**config.mk**
```make
export PLATFORM = sky130hd
export DESIGN_NAME = byte_recurrence_checksum
export DESIGN_NICKNAME = d
export VERILOG_FILES = /design/src/rtl/brc_pkg.sv /design/src/rtl/brc_step.sv /design/src/rtl/byte_recurrence_checksum.sv
export SDC_FILE = /design/constraint.sdc
export NUM_CORES = 1
export LEC_CHECK = 0
export ABC_CLOCK_PERIOD_IN_PS = 21300
export BUFFER_PORTS_ARGS = -buffer_cell sky130_fd_sc_hd__clkbuf_2
export CAP_MARGIN = 10
export CELL_PAD_IN_SITES_DETAIL_PLACEMENT = 2
export CELL_PAD_IN_SITES_GLOBAL_PLACEMENT = 2
export CORE_ASPECT_RATIO = 0.5
export CORE_UTILIZATION = 39
export DETAILED_ROUTE_END_ITERATION = 12
export GPL_TIMING_DRIVEN = 0
export PLACE_DENSITY = 0.84
export SYNTH_ARGS = -nofsm -noshare
export SYNTH_HDL_FRONTEND = slang
export SYNTH_SLANG_ARGS = --single-unit
```
**constraint.sdc**
```tcl
create_clock -name clk -period 21.3 [get_ports clk]
set_input_delay 2.13 -clock clk [delete_from_list [all_inputs] [get_ports clk]]
set_output_delay 2.13 -clock clk [all_outputs]
set_load 0.03 [all_outputs]
```
**src/rtl/brc_pkg.sv**
```systemverilog
// ----------------------------------------------------------------------------
// brc_pkg
// Shared constants and helpers for the byte recurrence checksum.
// ----------------------------------------------------------------------------
`default_nettype none

package brc_pkg;

  localparam int unsigned TermW = 16;
  localparam int unsigned ByteW = 8;
  localparam int unsigned ProdW = 25;  // 9-bit factor times 16-bit term

  localparam logic [TermW:0]   ModVal      = 17'd65535;
  localparam logic [ByteW:0]   FirstOffset = 9'd7;
  localparam logic [TermW-1:0] OlderInit   = 16'd1;
  localparam logic [ByteW-1:0] AlphaMul    = 8'd17;
  localparam logic [ByteW-1:0] BetaMul     = 8'd31;

  // (17 * i) mod 256
  function automatic logic [ByteW-1:0] coef_alpha(input logic [ByteW-1:0] idx);
    return ByteW'(idx * AlphaMul);
  endfunction

  // (31 * i) mod 256
  function automatic logic [ByteW-1:0] coef_beta(input logic [ByteW-1:0] idx);
    return ByteW'(idx * BetaMul);
  endfunction

  // v mod 65535 by end-around folding: 2^16 == 1 (mod 65535)
  function automatic logic [TermW-1:0] mod_fold(input logic [ProdW-1:0] v);
    logic [TermW:0] s1;
    logic [TermW:0] s2;
    s1 = {1'b0, v[TermW-1:0]} + (TermW+1)'(v[ProdW-1:TermW]);
    s2 = {1'b0, s1[TermW-1:0]} + (TermW+1)'(s1[TermW]);
    if (s2 >= ModVal) begin
      s2 = s2 - ModVal;
    end
    return s2[TermW-1:0];
  endfunction

endpackage

`default_nettype wire

```
**src/rtl/brc_step.sv**
```systemverilog
// ----------------------------------------------------------------------------
// brc_step
// One step of the recurrence: next term from the byte, its index and the
// two stored terms, reduced modulo 65535.
// ----------------------------------------------------------------------------
`default_nettype none

module brc_step (
  input  wire logic [brc_pkg::ByteW-1:0] data_byte,
  input  wire logic [brc_pkg::ByteW-1:0] byte_index,
  input  wire logic [brc_pkg::TermW-1:0] older_term,
  input  wire logic [brc_pkg::TermW-1:0] newer_term,
  output logic      [brc_pkg::TermW-1:0] term
);

  logic [brc_pkg::ByteW:0]   factor;
  logic [brc_pkg::ByteW-1:0] beta;
  logic [brc_pkg::ProdW-1:0] x;
  logic [brc_pkg::ProdW-1:0] y;
  logic [brc_pkg::ProdW-1:0] mag;
  logic                      x_ge_y;
  logic [brc_pkg::TermW-1:0] d;

  assign factor = {1'b0, data_byte} + {1'b0, brc_pkg::coef_alpha(byte_index)};
  assign beta   = brc_pkg::coef_beta(byte_index);
  assign x      = brc_pkg::ProdW'(factor) * brc_pkg::ProdW'(newer_term);
  assign y      = brc_pkg::ProdW'(beta) * brc_pkg::ProdW'(older_term);
  assign x_ge_y = (x >= y);
  assign mag    = x_ge_y ? (x - y) : (y - x);
  assign d      = brc_pkg::mod_fold(mag);

  // negative difference wraps through 2^64, i.e. (1 - d) mod 65535
  always_comb begin
    priority if (x_ge_y) begin
      term = d;
    end else if (d == '0) begin
      term = brc_pkg::TermW'(1);
    end else if (d == brc_pkg::TermW'(1)) begin
      term = '0;
    end else begin
      term = '0 - d;
    end
  end

endmodule

`default_nettype wire

```
**src/rtl/byte_recurrence_checksum.sv**
```systemverilog
// ----------------------------------------------------------------------------
// byte_recurrence_checksum
// Per-message checksum from a second-order recurrence modulo 65535.
// ----------------------------------------------------------------------------
// Takes one byte per cycle, every cycle, for as long as the result side keeps
// up; the whole term update (two narrow multiplies, compare-subtract and the
// fold modulo 65535) is combinational into the term registers. The item with
// last_byte set produces one result in the output register in the cycle after
// it is accepted; the block then starts a new message. Input stalls only while
// that output register holds a result not yet taken.
// ----------------------------------------------------------------------------
`default_nettype none

module byte_recurrence_checksum (
  input  wire logic                      clk,
  input  wire logic                      rst,
  input  wire logic                      in_valid,
  output logic                           in_ready,
  input  wire logic [brc_pkg::ByteW-1:0] data_byte,
  input  wire logic                      last_byte,
  output logic                           out_valid,
  input  wire logic                      out_ready,
  output logic      [brc_pkg::TermW-1:0] checksum,
  output logic                           checksum_nonzero
);

  logic [brc_pkg::TermW-1:0] older_term;
  logic [brc_pkg::TermW-1:0] newer_term;
  logic [brc_pkg::ByteW-1:0] byte_index;
  logic                      in_message;

  logic                      accept;
  logic [brc_pkg::TermW-1:0] step_term;
  logic [brc_pkg::TermW-1:0] newer_next;

  brc_step u_step (
    .data_byte  (data_byte),
    .byte_index (byte_index),
    .older_term (older_term),
    .newer_term (newer_term),
    .term       (step_term)
  );

  assign in_ready = !out_valid || out_ready;
  assign accept   = in_valid && in_ready;

  // first byte of a message seeds the newer term directly
  assign newer_next = in_message ? step_term
                    : brc_pkg::TermW'({1'b0, data_byte} + brc_pkg::FirstOffset);

  always_ff @(posedge clk) begin
    if (rst) begin
      older_term <= brc_pkg::OlderInit;
      newer_term <= '0;
      byte_index <= '0;
      in_message <= 1'b0;
      out_valid  <= 1'b0;
    end else begin
      if (out_valid && out_ready) begin
        out_valid <= 1'b0;
      end
      if (accept) begin
        if (last_byte) begin
          older_term <= brc_pkg::OlderInit;
          newer_term <= '0;
          byte_index <= '0;
          in_message <= 1'b0;
          out_valid  <= 1'b1;
        end else begin
          older_term <= in_message ? newer_term : brc_pkg::OlderInit;
          newer_term <= newer_next;
          byte_index <= in_message ? byte_index + 1'b1 : brc_pkg::ByteW'(1);
          in_message <= 1'b1;
        end
      end
    end
  end

  always_ff @(posedge clk) begin
    if (accept && last_byte) begin
      checksum         <= newer_next;
      checksum_nonzero <= (newer_next != '0);
    end
  end

  // terms are always fully reduced
  assert property (@(posedge clk) disable iff (rst)
    newer_term != '1 && older_term != '1)
    else $error("term register holds 65535");

  assert property (@(posedge clk) disable iff (rst)
    out_valid |-> (checksum_nonzero == (checksum != '0)))
    else $error("nonzero flag disagrees with checksum");

  assert property (@(posedge clk) disable iff (rst)
    (accept && last_byte) |=> (out_valid && !in_message && byte_index == '0))
    else $error("last item did not close the message");

  assert property (@(posedge clk) disable iff (rst)
    (accept && !last_byte) |=> (in_message && byte_index != '0 || in_message
                                && $past(byte_index) == '1))
    else $error("message state not advanced");

  assert property (@(posedge clk) disable iff (rst)
    (!in_message) |-> (byte_index == '0 && older_term == brc_pkg::OlderInit))
    else $error("idle state not at start values");

endmodule

`default_nettype wire

```
**After elaboration in Yosys (flattened, before gate mapping)**

Index checks and enable logic that the tools add are counted.

- Input port bits: 13
- Logic and storage cells: 45
- Register bits after elaboration: 59
- Output and inout port bits: 19

- $add $sub $neg: 9
- Eq/ne operators: 1
- $lt $le $gt $ge: 2
- Multiply operators: 4
- Multiplexer cells: 15
- Reductions and logical operators: 7

Operator list:

| operator | number |
|---|---|
| 2-to-1 mux 16 bit | 8 |
| >= comparator 25 x 24 -> 1 bit | 1 |
| multiplier 9 x 16 -> 25 bit | 1 |
| 2-to-1 mux 25 bit | 1 |
| subtractor 24 x 25 -> 25 bit | 1 |
| subtractor 25 x 24 -> 25 bit | 1 |
| multiplier 8 x 16 -> 24 bit | 1 |
| adder 16 x 1 -> 17 bit | 1 |
| adder 16 x 9 -> 17 bit | 1 |
| >= comparator 17 x 16 -> 1 bit (second input constant) | 1 |
| equality test 16 x 1 -> 1 bit (second input constant) | 1 |
| logical NOT 16 bit | 1 |
| multiplier 8 x 5 -> 8 bit (second input constant) | 2 |
| 2-to-1 mux 8 bit | 2 |
| nonzero test 16 bit | 1 |
| subtractor 1 x 16 -> 16 bit (first input constant) | 1 |
| subtractor 16 bit (second input constant) | 1 |
| adder 8 x 3 -> 9 bit (second input constant) | 1 |
| adder 8 x 8 -> 9 bit | 1 |
| adder 8 x 1 -> 8 bit (second input constant) | 1 |
| 2-to-1 mux 1 bit | 4 |
| logical AND 1 bit | 3 |
| logical NOT 1 bit | 1 |
| logical OR 1 bit | 1 |

**Longest topological paths before layout**

Gate-level depths: netlist of run 1.

- Depth in word-level cells: 15
- Gate-level depth with buffers: 82
- Mapped depth without buffers: 78

**Modules after synthesis**

From an unflattened synthesis of run 1, not the netlist that was laid out.

- Cell total of the unflattened synthesis: 1983
- Area, all modules: 15906.5 µm²

Modules (own cells, without submodules):

| module | cells each | area each (µm²) | seq. area each (µm²) | instances |
|---|---|---|---|---|
| brc_step | 1717 | 13470.4 | 0.0 | 1 |
| byte_recurrence_checksum | 266 | 2436.1 | 1351.3 | 1 |

**Least setup slack after synthesis of run 1**

No wires, ideal clock.

- Path kind: input port to flip-flop
- Start: in data_byte[1] in the netlist's numbering
- End: reg checksum_nonzero, data pin
- Arrival: 16979 ps
- Setup time: 269 ps
- Stages: 73
- Path slack: 4052 ps
- Required time: 21031 ps
- Path buffers: 5
- Path through: ha_1 > a21o_1 > a21oi_1 > o21bai_1 > a21oi_1 > o21bai_1 > a21oi_1 > xnor2_1 > clkbuf_1 > nand2_1 > fa_1 > fa_1 > fa_1 > inv_1 > fa_1 > ha_1 > a21oi_1 > o21bai_1 > [... 37 more ...] > nor4_1 > and3_1 > buf_2 > nor2_1 > a211o_1 > o32a_1 > xnor2_1 > nor4_4 > o21ai_4 > nand2_1 > mux2i_1 > ha_1 > nor3_4 > o31ai_4 > a21oi_2 > a211oi_1 > nor4b_2 > nand4_1

- Cells in the longest elaborated chain, start to end: 14
- Elaborated cells between the ends (all ways): 20
- Classes of those cells: add/sub (8); mul (1); order compare (2); eq/ne (1); mux (6); reduce/logical (2)

Ends and longest elaborated chain:

| element | RTL line | source |
|---|---|---|
| start, declared | byte_recurrence_checksum.sv:19 | `input wire logic [brc_pkg::ByteW-1:0] data_byte,` |
| adder 8 x 8 -> 9 bit * | brc_step.sv:24 | `assign factor = {1'b0, data_byte} + {1'b0, brc_pkg::coef_alpha(byte_index)};` |
| multiplier 9 x 16 -> 25 bit * | brc_step.sv:26 | `assign x = brc_pkg::ProdW'(factor) * brc_pkg::ProdW'(newer_term);` |
| subtractor 24 x 25 -> 25 bit, or another cell as far along | brc_step.sv:29 | `assign mag = x_ge_y ? (x - y) : (y - x);` |
| 2-to-1 mux 25 bit | brc_step.sv:29 |  |
| adder 16 x 9 -> 17 bit | brc_pkg.sv:33 | `s1 = {1'b0, v[TermW-1:0]} + (TermW+1)'(v[ProdW-1:TermW]);` |
| adder 16 x 1 -> 17 bit | brc_pkg.sv:34 | `s2 = {1'b0, s1[TermW-1:0]} + (TermW+1)'(s1[TermW]);` |
| subtractor 16 bit or >= comparator 17 x 16 -> 1 bit (tied branches) | brc_pkg.sv:36, brc_pkg.sv:35 |  |
| 2-to-1 mux 16 bit | brc_pkg.sv:35 | `if (s2 >= ModVal) begin` |
| subtractor 1 x 16 -> 16 bit or equality test 16 x 1 -> 1 bit (tied branches) | brc_step.sv:41, brc_step.sv:38 |  |
| 2-to-1 mux 16 bit | brc_step.sv:38 | `end else if (d == brc_pkg::TermW'(1)) begin` |
| 2-to-1 mux 16 bit | brc_step.sv:36 | `end else if (d == '0) begin` |
| 2-to-1 mux 16 bit * | brc_step.sv:34 | `priority if (x_ge_y) begin` |
| 2-to-1 mux 16 bit * | byte_recurrence_checksum.sv:48 | `assign newer_next = in_message ? step_term` |
| net newer_next, one bit | byte_recurrence_checksum.sv:34 | `logic [brc_pkg::TermW-1:0] newer_next;` |
| nonzero test 16 bit * | byte_recurrence_checksum.sv:82 | `checksum_nonzero <= (newer_next != '0);` |
| end signal, assigned | byte_recurrence_checksum.sv:82 |  |
| end, declared | byte_recurrence_checksum.sv:24 | `output logic checksum_nonzero` |

Mark *: on every way through the listed nets, which the timed path passes. The rest lies on a longest branch.
A chain may end at the register's enable or synchronous reset.

**Worst setup path after layout of run 1**

- Start: in data_byte[0] in the netlist's numbering
- End: reg checksum_nonzero, data pin

- Cells in the longest elaborated chain, start to end: 14
- Elaborated cells between the ends (all ways): 20
- Classes of those cells: add/sub (8); mul (1); order compare (2); eq/ne (1); mux (6); reduce/logical (2)

Ends and longest elaborated chain:

| element | RTL line |
|---|---|
| adder 8 x 8 -> 9 bit | brc_step.sv:24 |
| multiplier 9 x 16 -> 25 bit | brc_step.sv:26 |
| subtractor 24 x 25 -> 25 bit, or another cell as far along | brc_step.sv:29 |
| 2-to-1 mux 25 bit | brc_step.sv:29 |
| adder 16 x 9 -> 17 bit | brc_pkg.sv:33 |
| adder 16 x 1 -> 17 bit | brc_pkg.sv:34 |
| subtractor 16 bit or >= comparator 17 x 16 -> 1 bit (tied branches) | brc_pkg.sv:36, brc_pkg.sv:35 |
| 2-to-1 mux 16 bit | brc_pkg.sv:35 |
| subtractor 1 x 16 -> 16 bit or equality test 16 x 1 -> 1 bit (tied branches) | brc_step.sv:41, brc_step.sv:38 |
| 2-to-1 mux 16 bit | brc_step.sv:38 |
| 2-to-1 mux 16 bit | brc_step.sv:36 |
| 2-to-1 mux 16 bit | brc_step.sv:34 |
| 2-to-1 mux 16 bit * | byte_recurrence_checksum.sv:48 |
| net newer_next, one bit | byte_recurrence_checksum.sv:34 |
| nonzero test 16 bit * | byte_recurrence_checksum.sv:82 |

Marked as above.

==> flow_summary_export.csv, run 1 <==
group,metric,value,unit
placement,hpwl,55100,um
floorplanning,start_util,0.401,
cells_and_area,drive_above_1_share,0.0693,
logic_synthesis,synth_top_area_cell,"fa_1",
floorplanning,io_pins,32,
clocking,clock_latency,360,ps
global_routing,grt_pass1_wl,104000,um
logic_synthesis,ys_seq_area_frac,0.0820,
clocking,clk_pin_slew,60,ps
cells_and_area,antennaDiodeCount,0,
timing,layout_min_cycle_time,20300,ps
cells_and_area,fin_nets,2458,
clocking,clock-sinks,59,
logic_synthesis,synth_edf_count,17,
global_routing,grt-busiest-layer,"met2",
worst_setup_path,setup.worst_path.end_class,"register",
global_routing,grtUsageMet2,0.544,
drt,wire_per_inst,25.5,um
worst_hold_path,hp-class,"reg -> reg",
worst_setup_path,path_max_fanout,10,
flow_run,cap_violations,0,
drt,drc,0,
cells_and_area,synthToLayoutAreaGrowth,8.02,%
logic_synthesis,synth_cells,2032,
floorplanning,die_y,147,um
logic_synthesis,yosys_register_bits,59,
timing,fin_skew,7.21,ps
worst_setup_path,cp_data_arrival_time,20390,ps
global_routing,grt_remaining_overflow,0,
cells_and_area,multi_input_area,13800,um2
drt,vias,15800,
global_routing,grt_pass1_vias,17600,
floorplanning,die_w,293,um
logic_synthesis,synth_area_leaders,"fa_1 (24%), ha_1 (13%), inv_1 (7.0%)",
logic_synthesis,synth_top_area_share,0.239,
timing,finalHoldViolCount,0,
worst_setup_path,cp_top_family,"compound AO/OA/AOI/OAI gates",
timing,fmax,49.3,MHz
placement,gp_congestion,0.937,
timing,slew_viol_final,0,
global_routing,grt_util_met3,0.0451,
clocking,cts_tree,"done",
logic_synthesis,async_flop_share,0,
logic_synthesis,ys_warn_count,0,
global_routing,use_met1,0.423,
worst_setup_path,critPathBufInv,7,
status,status,"completed",
logic_synthesis,syn_area,16500,um2
floorplanning,dieArea,43100,um2
cells_and_area,fillers,4673,
drt,drt_iter0_markers,995,
worst_setup_path,start_kind,"input pin",
floorplanning,row_count,52,
timing,tightest_slew,943,ps
clocking,hold_buffers,0,
placement,numPortBuffers,30,
drt,ant_nets,0,
logic_synthesis,syn_area_per_cell,8.11,um2
cells_and_area,final_cell_area,17800,um2
global_routing,antenna_found_initial,0,
cells_and_area,seq_area,1360,um2
worst_setup_path,cp.required,21390,ps
clocking,clk_path_buf_depth,2,
timing,setup_tns,0,ps
global_routing,grt_max_degree,19,
logic_synthesis,synthFlopType,"dfxtp_1",
logic_synthesis,synth_cell_types,93,
drt,dr.pass1.iters,7,
timing,setup_viol,0,
placement,placed_cell_area,17300,um2
logic_synthesis,synth_nets,2415,
worst_setup_path,cpMostUsedCell,"a21oi_1",
drt,via_per_inst,5.97,
worst_setup_path,slowest_delay,550,ps
clocking,htree_levels,3,
drt,wl,67400,um
timing,slew_headroom,0.355,
clocking,cts_buffers,9,
global_routing,grt_usage,0.318,
floorplanning,coreArea,41100,um2
worst_setup_path,worstSetupPathType,"in -> reg",
worst_setup_path,slowest_stage,"fa_1",
clocking,root_buffer,"clkbuf_16",
timing,min_period_over_period,0.953,
-- synth_stat cells (15+ instances only) --
master	n
a21oi_1	130
a21o_1	47
buf_2	15
nand3_1	33
nand2b_1	20
a22oi_1	34
nand2_1	199
o21bai_1	37
fa_1	197
a31oi_1	15
o211ai_1	18
nor3_1	30
inv_1	306
clkbuf_1	59
xnor2_1	80
o21ai_0	61
ha_1	173
dfxtp_1	42
a211oi_1	19
nor2_1	98
edfxtp_1	17
xor2_1	31
nand4_1	15
nor2b_1	20
and2_1	145
-- worst paths after layout --
path | slack (ps) | startpoint | cells past startpoint | end
worst min-delay path | 500 | newer_term[0] | 2 | older_term[0]
worst max register to register | 1070 | byte_index[2] | 80 | checksum_nonzero
worst min register to register | 500 | newer_term[0] | 2 | older_term[0]
worst max-delay path | 1000 | data_byte[0] | 76 | checksum_nonzero
-- per-layer routing --
layer  up-vias  part of all wire  routed length, um
met5         -                 0                  0
met4         0             0.020               1330
met3       100             0.068               4600
met2       521              0.48              32100
met1      8321              0.43              29300
li1       6861                 -                  -
-- state kept, by name, indices dropped and copies added, names as in the netlist --
register          cells
checksum             16
checksum_nonzero      1
byte_index            8
newer_term           16
in_message            1
out_valid             1
older_term           16
-- layout make-up --
| type | instances | share of cell area |
|---|---|---|
| Sequential cell | 59 | 0.0763 |
| Inverter | 306 | 0.0645 |
| Multi-Input combinational cell | 1585 | 0.773 |
| Clock inverter | 1 | 0.000281 |
| Buffer | 82 | 0.0209 |
| Clock buffer | 14 | 0.0166 |
| Timing Repair Buffer | 32 | 0.00914 |
| Tap cell | 567 | 0.0398 |
-- what timing repair did --
item / in CTS / in global routing
gates resized for setup: 2 / 46
setup buffers: 0 / 1
endpoints found under the setup margin: 2 / 33
pin swaps: 0 / 1
-- cells in the final DEF, fill, tap and decap left out, types with 33 or more instances in the layout --
cell type / instances
nand3_1: 33
nand2_1: 199
clkbuf_1: 51
xnor2_1: 73
clkbuf_2: 35
o21ai_0: 61
a22oi_1: 34
fa_1: 197
a21o_1: 47
ha_1: 173
inv_1: 306
and2_1: 145
dfxtp_1: 37
o21bai_1: 37
nor2_1: 98
a21oi_1: 130
-- per-stage QoR --
| stage | hold slack (ps) | instances | util | worst slack (ps) |
|---|---|---|---|---|
| floorplan | 443 | 2032 | - | 4050 |
| global placement | 450 | 2629 | 0.422 | 305 |
| detailed placement | 471 | 2629 | 0.422 | -332 |
| CTS | 505 | 2644 | 0.430 | 52.1 |
| global route | 532 | 2646 | 0.434 | -53.5 |
| finish | 504 | 2646 | 0.434 | 997 |
-- cell families after synthesis --
| logic type | share of synthesized area |
|---|---|
| muxes | 0.00304 |
| and+or+nand+nor | 0.196 |
| DFF | 0.0820 |
| buffers and inverters | 0.0909 |
| xor gates and xnor gates | 0.0607 |
| AOI/OAI and AO/OA | 0.196 |
| adders and majority gates | 0.371 |
-- worst register-to-register path: cells and delay by family, from the launching register on --
family          cells  cell delay, ps
fa+ha+maj          14            5810
buf+inv            14            1840
simple gates       20            4570
mux                 1             350
xor+xnor            4             800
compound gates     27            6040
flops               1             530
Power of run 1 is left out: the tool's default activity adds up to more than one toggle a clock period on the data nets, which glitch-free logic cannot reach.
==> run 2, diff against run 1 <==
--- a/config.mk
+++ b/config.mk
@@ -10,7 +10,7 @@
 export CAP_MARGIN = 10
 export CELL_PAD_IN_SITES_DETAIL_PLACEMENT = 2
 export CELL_PAD_IN_SITES_GLOBAL_PLACEMENT = 2
-export CORE_ASPECT_RATIO = 0.5
+export CORE_ASPECT_RATIO = 1.5
 export CORE_UTILIZATION = 39
 export DETAILED_ROUTE_END_ITERATION = 12
 export GPL_TIMING_DRIVEN = 0
==> run 2 against run 1 <==
Net effect: design area barely moved; via count rose by 2.8%; register-to-register slack got worse by 80 ps; sequential cell count did not move; setup slack got worse by 110 ps; routed wire length rose by 16%; critical path type unchanged.
==> flow_summary_export.csv, run 2 (synthesis results as in run 1) <==
group,metric,value,unit
worst_setup_path,cp.required,21400,ps
drt,wl_met3,3870,um
clocking,clock_latency,370,ps
worst_setup_path,r2r_end,"checksum_nonzero",
worst_setup_path,slowest_delay,580,ps
worst_setup_path,start_kind,"input pin",
timing,setup_viol,0,
drt,via_per_inst,6.16,
placement,dp_slack,-1150,ps
floorplanning,io_pins,32,
cells_and_area,mostFrequentLayoutCells,"inv_1 (306), nand2_1 (198), fa_1 (197), ha_1 (173), and2_1 (145)",
drt,met1_length,27400,um
drt,drc,0,
cells_and_area,synthToLayoutAreaGrowth,7.96,%
drt,ant_nets,0,
placement,numPortBuffers,30,
drt,wl_met2,39900,um
worst_setup_path,cp.depth,76,
floorplanning,die_y,254,um
floorplanning,dieArea,43100,um2
drt,dr.pass1.iters,5,
global_routing,antenna_found_initial,1,
timing,setup_ws,887,ps
drt,drt_iter0_markers,935,
drt,wl,78100,um
timing,rsz0062_at_grt,"false",
global_routing,grt_max_degree,20,
worst_setup_path,ff2ff_path_depth,75,
drt,dr.max_layer_used,"met4",
worst_setup_path,path_max_fanout,10,
worst_setup_path,cp_top_family,"compound AO/OA/AOI/OAI gates",
drt,wire_per_inst,29.6,um
global_routing,grt_pass1_vias,19100,
timing,min_period_over_period,0.958,
cells_and_area,reg_top3,"checksum (16), newer_term (16), older_term (16)",
worst_setup_path,r2r-start,"byte_index[0]",
worst_setup_path,slowest_stage,"clkbuf_1",
cells_and_area,antennaDiodeCount,0,
clocking,htree_levels,3,
worst_setup_path,critPathBufInv,8,
clocking,cts_tree,"done",
floorplanning,row_count,91,
cells_and_area,final_cell_area,17800,um2
timing,finalHoldViolCount,0,
timing,layout_min_cycle_time,20410,ps
worst_hold_path,hp-class,"reg -> reg",
worst_hold_path,hold_end,"older_term[0]",
clocking,hold_buffers,0,
placement,gp_congestion,0.926,
global_routing,grt_remaining_overflow,0,
clocking,clock-sinks,59,
cells_and_area,drive_above_1_share,0.0688,
global_routing,grt_usage,0.371,
worst_hold_path,hp-start,"newer_term[0]",
flow_run,cap_violations,0,
global_routing,grt_pass1_wl,118000,um
clocking,clk_pin_slew,60,ps
clocking,clk_path_buf_depth,2,
worst_setup_path,cp_data_arrival_time,20510,ps
cells_and_area,fin_nets,2457,
timing,slew_headroom,0.250,
floorplanning,die_w,170,um
cells_and_area,fillers,4722,
clocking,root_buffer,"clkbuf_16",
cells_and_area,layout_commonest_cell,"inv_1",
placement,hpwl,56900,um
status,status,"completed",
placement,dp_cells,2620,
timing,slew_viol_final,0,
timing,tightest_slew,1100,ps
cells_and_area,fin_cells,2637,
worst_setup_path,regToRegSetupSlack,990,ps
worst_setup_path,worstSetupPathType,"in -> reg",
worst_setup_path,setup.worst_path.end_class,"register",
timing,hold_ws,557,ps
drt,vias,16200,
floorplanning,coreArea,41400,um2
worst_hold_path,holdPathStages,2,
timing,fin_skew,12.0,ps
floorplanning,start_util,0.398,
placement,placed_cell_area,17300,um2
clocking,cts_buffers,9,
timing,fmax,49.0,MHz
==> run 2: changes by cell type in the layout (fill, tap and decap cells not counted), moves of 2 or more <==
cell      delta
clkbuf_4     -2
xnor2_1      +3
clkbuf_8     -3
xnor2_2      -4
buf_4        +3
a21oi_2      +2
dfxtp_1      +3
dfxtp_2      -3
clkinv_1     +2
a21oi_1      -2
clkbuf_1     -2
==> run 2: what timing repair did <==
item / CTS / global route
gates resized for setup: 9 / 33
setup endpoints to repair: 33 / 33
pin swaps: 0 / 2
setup buffers: 0 / 3
==> run 2: metal layers <==
metal  up-vias  global-route usage
met5         -                   0
met3       368              0.0621
met4         0               0.300
met1      8307               0.374
li1       6858                   -
met2       713               0.669
==> run 2: cell type report <==
type / count / area (um2) / area share
well taps: 558 / 698 / 0.0392
flip-flops and latches: 59 / 1350 / 0.0761
repair buffers: 33 / 173 / 0.00970
clock buffers: 9 / 225 / 0.0127
inverters: 306 / 1150 / 0.0645
multi-input cells: 1585 / 13800 / 0.774
plain buffers: 80 / 360 / 0.0203
clock inverters: 7 / 67.6 / 0.00380
==> run 2: worst max-delay path by stage <==
| stage | start | endpoint |
|---|---|---|
| final | data_byte[1] | checksum_nonzero |
| after detailed placement | data_byte[0] | checksum_nonzero |
| after global placement | data_byte[0] | checksum_nonzero |
| after CTS | data_byte[0] | checksum_nonzero |
| after global routing | data_byte[0] | checksum_nonzero |
| after floorplan | data_byte[1] | checksum_nonzero |
==> run 2: worst register-to-register path: cells and delay by family, from the launching register on <==
kind	cells	cell delay [ps]
mux	1	300
compound gates	25	5650
xor+xnor	5	1530
simple gates	22	4830
buf+inv	9	1750
flops	1	440
fa+ha+maj	13	5580
==> run 2: metrics by stage <==
stage	utilization	TNS, ps
2_1_floorplan	-	0
3_3_place_gp	0.418	-22.7
3_5_place_dp	0.418	-21630
4_1_cts	0.426	0
5_1_grt	0.429	0
6_report	0.429	0
Power of run 2 is left out for the same reason.
